--- src/rtl/core/nsq_pkg.sv ---
// Shared types and constants for the Newton square root pipeline.
// No dependencies.
`timescale 1ns / 1ps
package nsq_pkg;
   localparam int OperandWidth = 32;
   localparam int RootWidth    = 24;
   localparam int MsbWidth     = 5;

   // control that travels with every beat through the pipeline
   typedef struct packed {
      logic valid;
      logic zero;
   } ctl_type;

   // position of the highest set bit; 0 for an all-zero word
   function automatic logic [MsbWidth-1:0] lead_one(input logic [OperandWidth-1:0] v);
      logic [MsbWidth-1:0] pos;
      pos = '0;
      for (int i = 0; i < OperandWidth; i++) begin
         if (v[i]) begin
            pos = MsbWidth'(i);
         end
      end
      return pos;
   endfunction
endpackage

--- src/rtl/core/nsq_front.sv ---
// Front stage: sign/zero check, leading-one search and seed estimate.
// Depends on nsq_pkg.
`timescale 1ns / 1ps
module nsq_front #(
   parameter int FRACTION_BITS = 16,
   parameter int DW = 31 + FRACTION_BITS
) (
   input  logic                                clock,
   input  logic                                reset,
   input  logic                                adv,
   input  logic                                in_valid,
   input  logic [nsq_pkg::OperandWidth-1:0]    operand,
   output nsq_pkg::ctl_type                    ctl_out,
   output logic [DW-1:0]                       num_out,
   output logic [DW-1:0]                       est_out
);
   nsq_pkg::ctl_type ctl_ff, ctl_in;
   logic [DW-1:0] num_ff, num_in, est_ff, est_in;
   logic [nsq_pkg::MsbWidth-1:0] msb;
   logic [nsq_pkg::MsbWidth:0] shamt;

   always_comb begin
      msb = nsq_pkg::lead_one(operand);
      shamt = ({1'b0, msb} + (nsq_pkg::MsbWidth+1)'(FRACTION_BITS)) >> 1;
      ctl_in.valid = in_valid;
      ctl_in.zero = (operand == '0) || operand[nsq_pkg::OperandWidth-1];
      num_in = DW'(operand[nsq_pkg::OperandWidth-2:0]) << FRACTION_BITS;
      // a dummy seed of one keeps the divisor nonzero for dropped operands
      est_in = ctl_in.zero ? DW'(1) : (DW'(1) << shamt);
   end

   always_ff @(posedge clock) begin
      if (reset) begin
         ctl_ff <= '0;
      end else if (adv) begin
         ctl_ff <= ctl_in;
      end
   end

   always_ff @(posedge clock) begin
      if (adv) begin
         num_ff <= num_in;
         est_ff <= est_in;
      end
   end

   assign ctl_out = ctl_ff;
   assign num_out = num_ff;
   assign est_out = est_ff;
endmodule

--- config.mk ---
export PLATFORM = sky130hd
export DESIGN_NAME = nsq_front
export DESIGN_NICKNAME = d
export VERILOG_FILES = /design/src/rtl/core/nsq_pkg.sv /design/src/rtl/core/nsq_front.sv
export SDC_FILE = /design/constraint.sdc
export NUM_CORES = 1
export LEC_CHECK = 0
export BUFFER_PORTS_ARGS = -buffer_cell sky130_fd_sc_hd__buf_2
export CORE_AREA = 8 8 94 117
export CTS_CLUSTER_DIAMETER = 150
export DETAILED_ROUTE_END_ITERATION = 6
export DIE_AREA = 0 0 102 125
export REMOVE_ABC_BUFFERS = 1
export SLEW_MARGIN = 20
export SYNTH_ARGS = -nofsm -noshare
export SYNTH_HDL_FRONTEND = slang
export SYNTH_SLANG_ARGS = --single-unit
--- constraint.sdc ---
create_clock -name clock -period 1.7 [get_ports clock]
set_input_delay 0.085 -clock clock [delete_from_list [all_inputs] [get_ports clock]]
set_output_delay 0.085 -clock clock [all_outputs]
set_load 0.1 [all_outputs]
* After elaboration in Yosys (flattened, before gate mapping)
Cells that the tools add are included.
Operators by class: add/subtract/negate cells 1, shift operators 1, muxes and demuxes 31, reductions and logical operators 2
Operator list (count):
- 2-to-1 mux 5 bit | 28
- left shift 1 x 5 -> 47 bit (first input constant) | 1
- zero test 32 bit | 1
- adder 5 x 5 -> 6 bit (second input constant) | 1
- 2-to-1 mux 2 bit | 2
- logical OR 1 bit | 1
- 2-to-1 mux 1 bit | 1
Storage, ports and cells: flip-flop bits (word level) 80, logic and storage cells 39

* Depth between registers and ports, before layout
Gate-level depths: netlist of the first run.
depth after elaboration 33, mapped depth 5, gate-level depth less buffers 5

* Least setup slack after synthesis of the first run
No wires, ideal clock.
kind input port to flip-flop, start point in operand[7] (netlist bit), end point reg est_ff[10], in the netlist est_out[10] (data pin), arrival time 1.209 ns, required time 1.437 ns, setup slack 0.228 ns, cell stages on the path 5, buffers on the path 0, cells stage by stage or4_1 -> nand2_1 -> a31oi_2 -> a21bo_2 -> a21oi_2
Between the ends: cells in the longest elaborated chain, start to end 27
RTL lines:
- from (decl) | line nsq_front.sv:12 | input logic [nsq_pkg::OperandWidth-1:0] operand,
- 2-to-1 mux 5 bit (25 in series) | line nsq_pkg.sv:20 | if (v[i]) begin
- adder 5 x 5 -> 6 bit | line nsq_front.sv:24 | shamt = ({1'b0, msb} + (nsq_pkg::MsbWidth+1)'(FRACTION_BITS)) >> 1;
- left shift 1 x 5 -> 47 bit | line nsq_front.sv:29 | est_in = ctl_in.zero ? DW'(1) : (DW'(1) << shamt);
- to (signal assigned) | line nsq_front.sv:43 | est_ff <= est_in;
- to (decl) | line nsq_front.sv:18 | logic [DW-1:0] num_ff, num_in, est_ff, est_in;
Parallel ways exist; a longest one is shown, timed or not. A chain may end at the register's enable or synchronous reset.

* Worst setup path after layout of the first run
start point in operand[27] (netlist bit), end point reg est_ff[12], in the netlist est_out[12] (data pin)
Between the ends: cells in the longest elaborated chain, start to end 7
RTL lines (line):
- 2-to-1 mux 5 bit (5 in series) | nsq_pkg.sv:20
- adder 5 x 5 -> 6 bit | nsq_front.sv:24
- left shift 1 x 5 -> 47 bit | nsq_front.sv:29
Parallel ways exist; a longest one is shown, timed or not.

==> impl_metrics.tcl, run 1 <==
set metrics [dict create \
    status "finished, final reports clean" \
    fin_skew_ns 0 \
    clockBufferDepth 2 \
    yosys-top-cells-area "edfxtp_1 (73%), buf_4 (9.0%), nor2_1 (2.5%), nor4b_2 (1.7%), nor4_1 (1.7%)" \
    power_switching_mw 1.939 \
    slew_viol_final 0 \
    p_leak_nw 1.592 \
    chipWidth_um 102 \
    via_count 1822 \
    grt_pass1_vias 2019 \
    routed_via_density 3.978 \
    drtIter0Drc 45 \
    initial_utilization_pct 27.85 \
    switching_share_pct 37.82 \
    critPathKind "in2reg" \
    fmax_mhz 630.6 \
    cp_cell_sequence "dlygate4sd3_1, buf_2, nor4_2, buf_4, nand4_1, nand2b_1, nor4b_2" \
    syn2layout_area_growth_pct 49.90 \
    synthCells 160 \
    finalCriticalPeriod_ns 1.586 \
    cts_made_buffers 9 \
    synth_seq_area_share_pct 74.52 \
    setup_slack_ns 0.1141 \
    arrival_ns 1.74 \
    final_common_cell "buf_2" \
    cts_tree "built" \
    rows 40 \
    rsz0062_at_grt "false" \
    drive_gt1_share_pct 41.27 \
    clock_sinks 65 \
    n_fill_cell 918 \
    clk_latency_ns 0.33 \
    netlist.area_leader.share_pct 72.97 \
    crit_required_ns 1.85 \
    nets 363 \
    finalCritPeriodShare_pct 93.29 \
    htreeDepth 3 \
    cp-end-kind "flop" \
    avgRoutedWirePerCell_um 14.98 \
    layout_common_cells "buf_2 (100), edfxtp_1 (63), conb_1 (46)" \
    synth_area_um2 2592 \
    synth.avg_cell_area_um2 16.20 \
    root_buffer "clkbuf_16" \
    drc_errors 0 \
    gp_congestion 0.7069 \
    core-area_um2 9309 \
    cts.clk_slew.worst_paths_ns 0.05 \
    hpwl_um 5045 \
    crit_slowest_cell "dlygate4sd3_1" \
    finalWirelength_um 6863 \
    p_seq_share_pct 37.2 \
    io_buffers 100 \
    worstHoldPathType "in2reg" \
    maxSlewHeadroom_pct 65.98 \
    ir_drop_v 0.0004868 \
    worst_slew_pin_slew_ns 0.5138 \
    grt_max_degree 67 \
    synthDistinctLibCells 31 \
    setup_violations 0 \
    final.setup.tns_ns 0 \
    grt_pass1_wl_um 10350 \
    dp_slack_ns -0.06074 \
    comb_power_share_pct 28.7 \
    hold_viol 0 \
    holdWs_ns 0.04791 \
    die_h_um 125 \
    crit_path_max_incr_delay_ns 0.53 \
    yosys.area.top_type "edfxtp_1" \
    max-cap-violations 0 \
    ys_warn_count 0 \
    ys_ff_latch 65 \
    antenna_cells 0 \
    ios 132 \
    p_int_mw 3.188 \
    placedCellCount 410 \
    first_pass_iters 4 \
    clockPowerShare_pct 34.1 \
    grt_antenna_before_repair 0 \
    die_area_um2 12750 \
    cp-start-kind "input pin" \
    crit_fanout 4 \
    finalNonFillerCells 458 \
    overflow 0 \
    powerDensity_nw_per_um2 1319 \
    detail-route-antenna-nets 0 \
    grtUsageTotal_pct 11.06 \
]
## cells by family (layout without fill, tap and decap cells)
kind of cell	Yosys count	after routing	share of synthesized area (%)
AOI/OAI and AO/OA	12	12	4.054
and+or+nand+nor	49	49	11.78
buffers and inverters	32	159	9.121
DFF	65	65	74.52
muxes	1	1	0.3861
other	1	46	0.1446
## per-layer routing
metal / part of all wire (%) / GRT usage [%] / wire, µm / vias up
met5: 0 / 0 / 0 / -
met1: 38 / 10.87 / 2586 / 835
li1: - / - / - / 872
met3: 9.4 / 4.442 / 643 / 15
met4: 2.6 / 6.412 / 177 / 0
met2: 50 / 18.90 / 3456 / 100
## flip-flops by register name, summed over array words and instances, names as in the netlist
signal / cells
num_out: 31
ctl_out: 2
est_out: 32
## Yosys cell counts, drive strengths merged
library cell / number
a211oi: 1
a21bo: 1
a21boi: 2
a21oi: 3
a31oi: 1
buf: 31
conb: 1
dfxtp: 2
edfxtp: 63
inv: 1
mux2i: 1
nand2: 5
nand2b: 1
nand3: 1
nand4: 2
nor2: 17
nor2b: 1
nor3: 4
nor3b: 1
nor4: 10
nor4b: 3
o21ai: 1
o31a: 1
o31ai: 1
o41ai: 1
or3: 1
or4: 3
## stage by stage
step	util [%]	cell area (µm²)	power (mW)
2_1_floorplan	-	2529	3.121
3_3_place_gp	35.17	3274	3.351
3_5_place_dp	35.17	3274	3.360
4_1_cts	41.63	3875	5.184
5_1_grt	41.75	3886	5.295
6_report	41.75	3886	5.128
## cell type report
type / instances / area [µm²] / share of cell area [%]
Inverter: 1 / 3.754 / 0.09659
Tap cell: 126 / 157.7 / 4.057
Sequential cell: 65 / 1932 / 49.71
Clock inverter: 4 / 43.79 / 1.127
Multi-Input combinational cell: 108 / 604.3 / 15.55
Timing Repair Buffer: 142 / 908.4 / 23.37
Clock buffer: 12 / 236.5 / 6.085
## worst max-delay path, delay by kind of cell
family / cells / cell delay (ns)
buffers and inverters: 3 / 0.84
and+or+nand+nor: 4 / 0.81
## repair_timing
item | in CTS | in global routing
hold buffers | 32 | 0
resized for setup | 0 | 2
buffers inserted | 0 | 0
hold endpoints to repair | 32 | 0
setup endpoints to repair | 0 | 2
## final timing paths
| check | start | end | slack, ns | depth (start not counted) |
|---|---|---|---|---|
| max | operand[27] | est_out[12] | 0.11 | 7 |
| min | operand[7] | num_out[23] | 0.05 | 2 |
| max reg2reg | ctl_out[1] | ctl_out[1] | 0.57 | 3 |
| min reg2reg | ctl_out[0] | ctl_out[0] | 0.52 | 2 |
## power by group through the flow
stage / sequential [mW] / combinational [mW] / clock, mW
detailed placement: 1.94 / 1.42 / 0
CTS: 1.91 / 1.47 / 1.80
finish: 1.91 / 1.47 / 1.75
global route: 1.92 / 1.51 / 1.86
global placement: 1.94 / 1.41 / 0
floorplan: 2.79 / 0.332 / 0
(Power assumes the default switching activity.)
==> run 2: changes to the inputs <==
--- a/config.mk
+++ b/config.mk
@@ -5,11 +5,12 @@
 export SDC_FILE = /design/constraint.sdc
 export NUM_CORES = 1
 export LEC_CHECK = 0
+export ABC_AREA = 1
 export BUFFER_PORTS_ARGS = -buffer_cell sky130_fd_sc_hd__buf_2
-export CORE_AREA = 8 8 94 117
+export CORE_AREA = 8 8 95 119
 export CTS_CLUSTER_DIAMETER = 150
 export DETAILED_ROUTE_END_ITERATION = 6
-export DIE_AREA = 0 0 102 125
+export DIE_AREA = 0 0 103 127
 export REMOVE_ABC_BUFFERS = 1
 export SLEW_MARGIN = 20
 export SYNTH_ARGS = -nofsm -noshare
==> run 2 against run 1 <==
Clock skew is the same. Wire length shrank 9.0%. Critical path depth grew 3. Die area grew 2.6%. Core utilization grew 0.65 points.
==> impl_metrics.tcl, run 2 <==
set metrics [dict create \
    status "finished, final reports clean" \
    cts_tree "built" \
    ff2ff_path_depth 3 \
    synth_area_um2 2678 \
    finalCriticalPeriod_ns 1.601 \
    synth.avg_cell_area_um2 14.40 \
    crit_required_ns 1.77 \
    clock_sinks 65 \
    grt_pass1_vias 1973 \
    slew_viol_final 0 \
    hpwl_um 4665 \
    drive_gt1_share_pct 46.29 \
    async_reset_ff_share_pct 0 \
    ir_drop_v 0.0004803 \
    utilization_pct 42.39 \
    synth-edff-count 63 \
    via_count 1802 \
    p_leak_nw 1.689 \
    ys_warn_count 0 \
    ys_ff_latch 65 \
    ios 132 \
    drtIter0Drc 80 \
    synthCells 186 \
    synthFlopType "edfxtp_1" \
    initial_utilization_pct 28.46 \
    yosys.area.top_type "edfxtp_1" \
    synth_seq_area_share_pct 72.15 \
    clockBufferDepth 2 \
    root_buffer "clkbuf_16" \
    cp-start-kind "input pin" \
    fin_area_um2 3989 \
    overflow 0 \
    avgRoutedWirePerCell_um 13.13 \
    post_dp_cell_area_um2 3307 \
    fin_skew_ns 0 \
    antenna_cells 0 \
    maxSlewHeadroom_pct 66.07 \
    critPathMostFrequentCell "nor2_2" \
    core-area_um2 9409 \
    io_buffers 100 \
    powerDensity_nw_per_um2 1309 \
    nets 381 \
    drc_errors 0 \
    layout_common_cells "buf_2 (98), edfxtp_1 (63), conb_1 (46)" \
    hold_depth 1 \
    yosys-top-cells-area "edfxtp_1 (71%), buf_4 (8.7%), nor2_2 (3.3%), nand2_1 (2.7%), nor2_1 (2.4%)" \
    timing.rr.start "ctl_out[1]" \
    grtUsageTotal_pct 9.877 \
    clk_latency_ns 0.32 \
    cp_cell_sequence "dlygate4sd3_1, buf_2, nor2_2, nand2_2, nor2_2, inv_2, nor2_4, a31oi_4, o21ai_4, nor2_2" \
    syn2layout_area_growth_pct 48.97 \
    cp-end-kind "flop" \
    min_from "operand[29]" \
    cts.clk_slew.worst_paths_ns 0.05 \
    final.setup.tns_ns 0 \
    rows 40 \
    crit_fanout 8 \
    holdWs_ns 0.02850 \
    multi_input_area_um2 701.9 \
    hold_viol 0 \
    die_area_um2 13080 \
    critPathKind "in2reg" \
    register_area_um2 1932 \
    r2r-end "ctl_out[1]" \
    regToRegSetupSlack_ns 0.62 \
    crit_slowest_cell "dlygate4sd3_1" \
    routed_via_density 3.786 \
    arrival_ns 1.67 \
    detail-route-antenna-nets 0 \
    grt_pass1_wl_um 9597 \
    n_fill_cell 919 \
    finalWirelength_um 6248 \
    synthDistinctLibCells 26 \
    largest_reg_flops 32 \
    gp_congestion 0.7016 \
    worstHoldPathType "in2reg" \
    htreeDepth 3 \
    final_common_cell "buf_2" \
    cts_made_buffers 9 \
    die_h_um 127 \
    max-cap-violations 0 \
    crit_path_max_incr_delay_ns 0.54 \
    grt_antenna_before_repair 0 \
    setup_violations 0 \
    netlist.area_leader.share_pct 70.65 \
    min_to "num_out[45]" \
    worst_slew_pin_slew_ns 0.5125 \
    yosysMostFrequentCell "edfxtp_1" \
    fmax_mhz 624.5 \
    chipWidth_um 103 \
    rsz0062_at_grt "false" \
    finalCritPeriodShare_pct 94.19 \
    grt_max_degree 67 \
    first_pass_iters 4 \
    synthTopCellsByCount "edfxtp_1 (63), buf_4 (31), nand2_1 (19)" \
]
==> run 2: cell families (layout without fill, tap and decap cells) <==
group                  after synthesis  in the layout  share of synthesized area, %
other                                1             46                        0.1401
AND/OR/NAND/NOR                     70             70                         14.53
AO/OA/AOI/OAI                        8              8                         2.944
flip-flops                          65             65                         72.15
buffers and inverters               42            161                         10.23
==> run 2: worst max-delay path: cells and delay by family <==
family,cells,cell delay [ns]
buffers and inverters,3,0.75
and+or+nand+nor,5,0.51
AOI/OAI and AO/OA,2,0.32
==> run 2: stage by stage <==
step | power, mW | cells | setup slack (ns)
after floorplan | 3.144 | 200 | 0.4103
after global placement | 3.355 | 429 | 0.09937
after detailed placement | 3.364 | 429 | 0.08422
after CTS | 5.269 | 476 | 0.005517
after global routing | 5.403 | 476 | 0.002526
final | 5.221 | 476 | 0.09878
==> run 2: layer usage <==
| layer | up-vias | GRT usage (%) | share of wire, % |
|---|---|---|---|
| met2 | 91 | 16.03 | 50 |
| met3 | 13 | 3.859 | 9.5 |
| met4 | 0 | 4.868 | 1.9 |
| li1 | 879 | - | - |
| met1 | 819 | 10.92 | 38 |
| met5 | - | 0 | 0 |
==> run 2: worst max path at each step <==
stage                      from     endpoint  slack (ns)  cells after the start
detailed placement   operand[7]  est_out[14]        0.08                      9
finish              operand[18]  est_out[19]         0.1                     10
global placement     operand[7]  est_out[10]         0.1                      9
CTS                  operand[8]   est_out[8]       0.006                     16
global route        operand[18]  est_out[19]       0.003                     10
floorplan            ctl_out[0]   ctl_out[0]        0.41                      4
==> run 2: report_power, final <==
| group | switching, mW | internal (mW) | leakage, nW | total, mW |
|---|---|---|---|---|
| combinational | 1.30 | 0.183 | 0.911 | 1.48 |
| clock | 0.617 | 1.21 | 0.150 | 1.83 |
| sequential | 0.0264 | 1.88 | 0.629 | 1.91 |
==> run 2: final cells by class <==
type | instances | share of cell area [%]
Clock inverter | 3 | 1.004
Multi-Input combinational cell | 124 | 17.60
Tap cell | 126 | 3.952
Clock buffer | 13 | 6.524
Timing Repair Buffer | 134 | 21.46
Sequential cell | 65 | 48.43
Inverter | 11 | 1.035
==> run 2: timing repair <==
action	CTS	global route
endpoints found under the hold margin	30	0
setup endpoints to repair	0	16
setup buffers	0	2
resized for setup	0	18
hold buffers	31	0
==> run 3: changes to the inputs <==
--- a/config.mk
+++ b/config.mk
@@ -11,6 +11,7 @@
 export CTS_CLUSTER_DIAMETER = 150
 export DETAILED_ROUTE_END_ITERATION = 6
 export DIE_AREA = 0 0 103 127
+export PLACE_DENSITY = 0.56
 export REMOVE_ABC_BUFFERS = 1
 export SLEW_MARGIN = 20
 export SYNTH_ARGS = -nofsm -noshare
==> run 3 against run 2 <==
Global-route usage down 0.30 points. Core utilization up 0.61 points. Combinational power about the same. Sequential cell count unchanged. Final cell count up 0.42%. Via count up 0.22%. Fmax down 2.3%. Critical path depth unchanged. Wire length down 2.2%. Clock skew unchanged. Sequential power about the same. First-iteration DRC count up 18%. Critical path type unchanged. Critical endpoint is now est_out[14]. Largest cell class unchanged. Largest power group unchanged.
==> impl_metrics.tcl, run 3 (same netlist as run 2, synthesis figures left out) <==
set metrics [dict create \
    ff2ff_path_depth 4 \
    grt_pass1_vias 2019 \
    switching_share_pct 37.75 \
    slew_viol_final 0 \
    timing.rr.start "ctl_out[0]" \
    htreeDepth 3 \
    r2r-end "ctl_out[0]" \
    finalCritPeriodShare_pct 96.37 \
    drtIter0Drc 94 \
    die_area_um2 13080 \
    overflow 0 \
    n_fill_cell 920 \
    detail-route-antenna-nets 0 \
    clockPowerShare_pct 33.3 \
    critPathKind "in2reg" \
    placedCellCount 432 \
    cts.clk_slew.worst_paths_ns 0.05 \
    grtUsageTotal_pct 9.575 \
    drive_gt1_share_pct 48.86 \
    cp-start-kind "input pin" \
    avgRoutedWirePerCell_um 12.78 \
    clockBufferDepth 2 \
    first_pass_iters 4 \
    cp_cell_sequence "dlygate4sd3_1, buf_2, nor2_4, nand2_4, a31oi_4, o21bai_2, a21oi_2, inv_2, nand4_1, nor2_1" \
    antenna_cells 0 \
    hold_viol 0 \
    crit_slowest_cell "dlygate4sd3_1" \
    via_count 1806 \
    nets 384 \
    worst-path-buf-inv 3 \
    fmax_mhz 610.4 \
    grt_antenna_before_repair 0 \
    endpoint "est_out[14]" \
    max-cap-violations 0 \
    maxSlewHeadroom_pct 65.78 \
    rows 40 \
    final_common_cell "buf_2" \
    finalCriticalPeriod_ns 1.638 \
    fin_skew_ns 0 \
    initial_utilization_pct 28.46 \
    worst_slew_pin_slew_ns 0.5168 \
    largest_reg_flops 32 \
    io_buffers 100 \
    routed_via_density 3.778 \
    finalNonFillerCells 478 \
    crit_path_max_incr_delay_ns 0.53 \
    arrival_ns 1.72 \
    clock_sinks 65 \
    cp_top_family "buffers and inverters" \
    crit_required_ns 1.78 \
    die_h_um 127 \
    p_leak_nw 1.708 \
    layout_common_cells "buf_2 (98), edfxtp_1 (63), conb_1 (46)" \
    p_seq_share_pct 37.4 \
    setup_violations 0 \
    finalPower_mw 5.116 \
    hpwl_um 4739 \
    clk_latency_ns 0.32 \
    final.setup.tns_ns 0 \
    power_switching_mw 1.931 \
    status "finished, final reports clean" \
    cts_tree "built" \
    ir_drop_v 0.0005393 \
    finalWirelength_um 6108 \
    core-area_um2 9409 \
    regToRegSetupSlack_ns 1.04 \
    chipWidth_um 103 \
    cp-end-kind "flop" \
    syn2layout_area_growth_pct 51.12 \
    grt_pass1_wl_um 9273 \
    p_int_mw 3.185 \
    gp_congestion 0.6655 \
    crit_fanout 4 \
    drc_errors 0 \
    cp-startpoint "operand[13]" \
    grt_max_degree 32 \
    root_buffer "clkbuf_16" \
    worstHoldPathType "in2reg" \
    powerDensity_nw_per_um2 1264 \
    path_depth 10 \
    comb_power_share_pct 29.3 \
    ios 132 \
    cts_made_buffers 9 \
]
-- run 3: worst min path at each step --
| stage | start | slack, ns | to | cells past startpoint |
|---|---|---|---|---|
| floorplan | reset | 0.15 | ctl_out[1] | 1 |
| global placement | reset | 0.28 | ctl_out[1] | 2 |
| detailed placement | operand[6] | 0.28 | num_out[22] | 1 |
| CTS | operand[28] | 0.01 | num_out[44] | 1 |
| global route | operand[28] | 0.01 | num_out[44] | 1 |
| finish | in_valid | 0.02 | ctl_out[1] | 3 |
-- run 3: timing repair --
action	4_1_cts	5_1_grt
hold endpoints to repair	30	0
setup buffers	0	3
setup endpoints to repair	0	16
hold buffers	30	0
resized for setup	0	30
-- run 3: worst reg2reg max path, stage by stage, from the launching register on --
cell     delay [ns]
dfxtp_1        0.31
nor2_1         0.10
nor2_1         0.04
o21ai_1        0.06
inv_1          0.04
-- run 3: stage by stage --
step | setup slack, ns | cell area [µm²] | util (%) | hold slack [ns]
floorplan | 0.4103 | 2614 | - | 0.1541
global placement | 0.1326 | 3342 | 35.52 | 0.2756
detailed placement | 0.1161 | 3342 | 35.52 | 0.2784
CTS | 0.003799 | 3919 | 41.65 | 0.01308
global route | -0.007508 | 4046 | 43.01 | 0.01325
finish | 0.06165 | 4046 | 43.01 | 0.02497
-- run 3: final cells by class --
cell class | instances | area (µm²) | area share [%]
clock inverters | 5 | 47.55 | 1.175
repair buffers | 137 | 892.1 | 22.05
clock buffers | 10 | 229.0 | 5.659
inverters | 11 | 41.29 | 1.020
multi-input cells | 124 | 747.0 | 18.46
well taps | 126 | 157.7 | 3.896
flip-flops and latches | 65 | 1932 | 47.74
-- run 3: layer usage --
layer  up-vias  GRT usage, %  routed length, µm
met5         -             0                  0
li1        887             -                  -
met1       814         9.789               2364
met4         0         4.868                116
met3         7         4.728                641
met2        98         15.68               2986
-- run 3: power by group through the flow --
stage	sequential, mW	clock, mW	combinational [mW]
3_3_place_gp	1.94	0	1.42
3_5_place_dp	1.94	0	1.43
2_1_floorplan	2.79	0	0.358
5_1_grt	1.92	1.80	1.54
4_1_cts	1.91	1.76	1.48
6_report	1.91	1.70	1.50
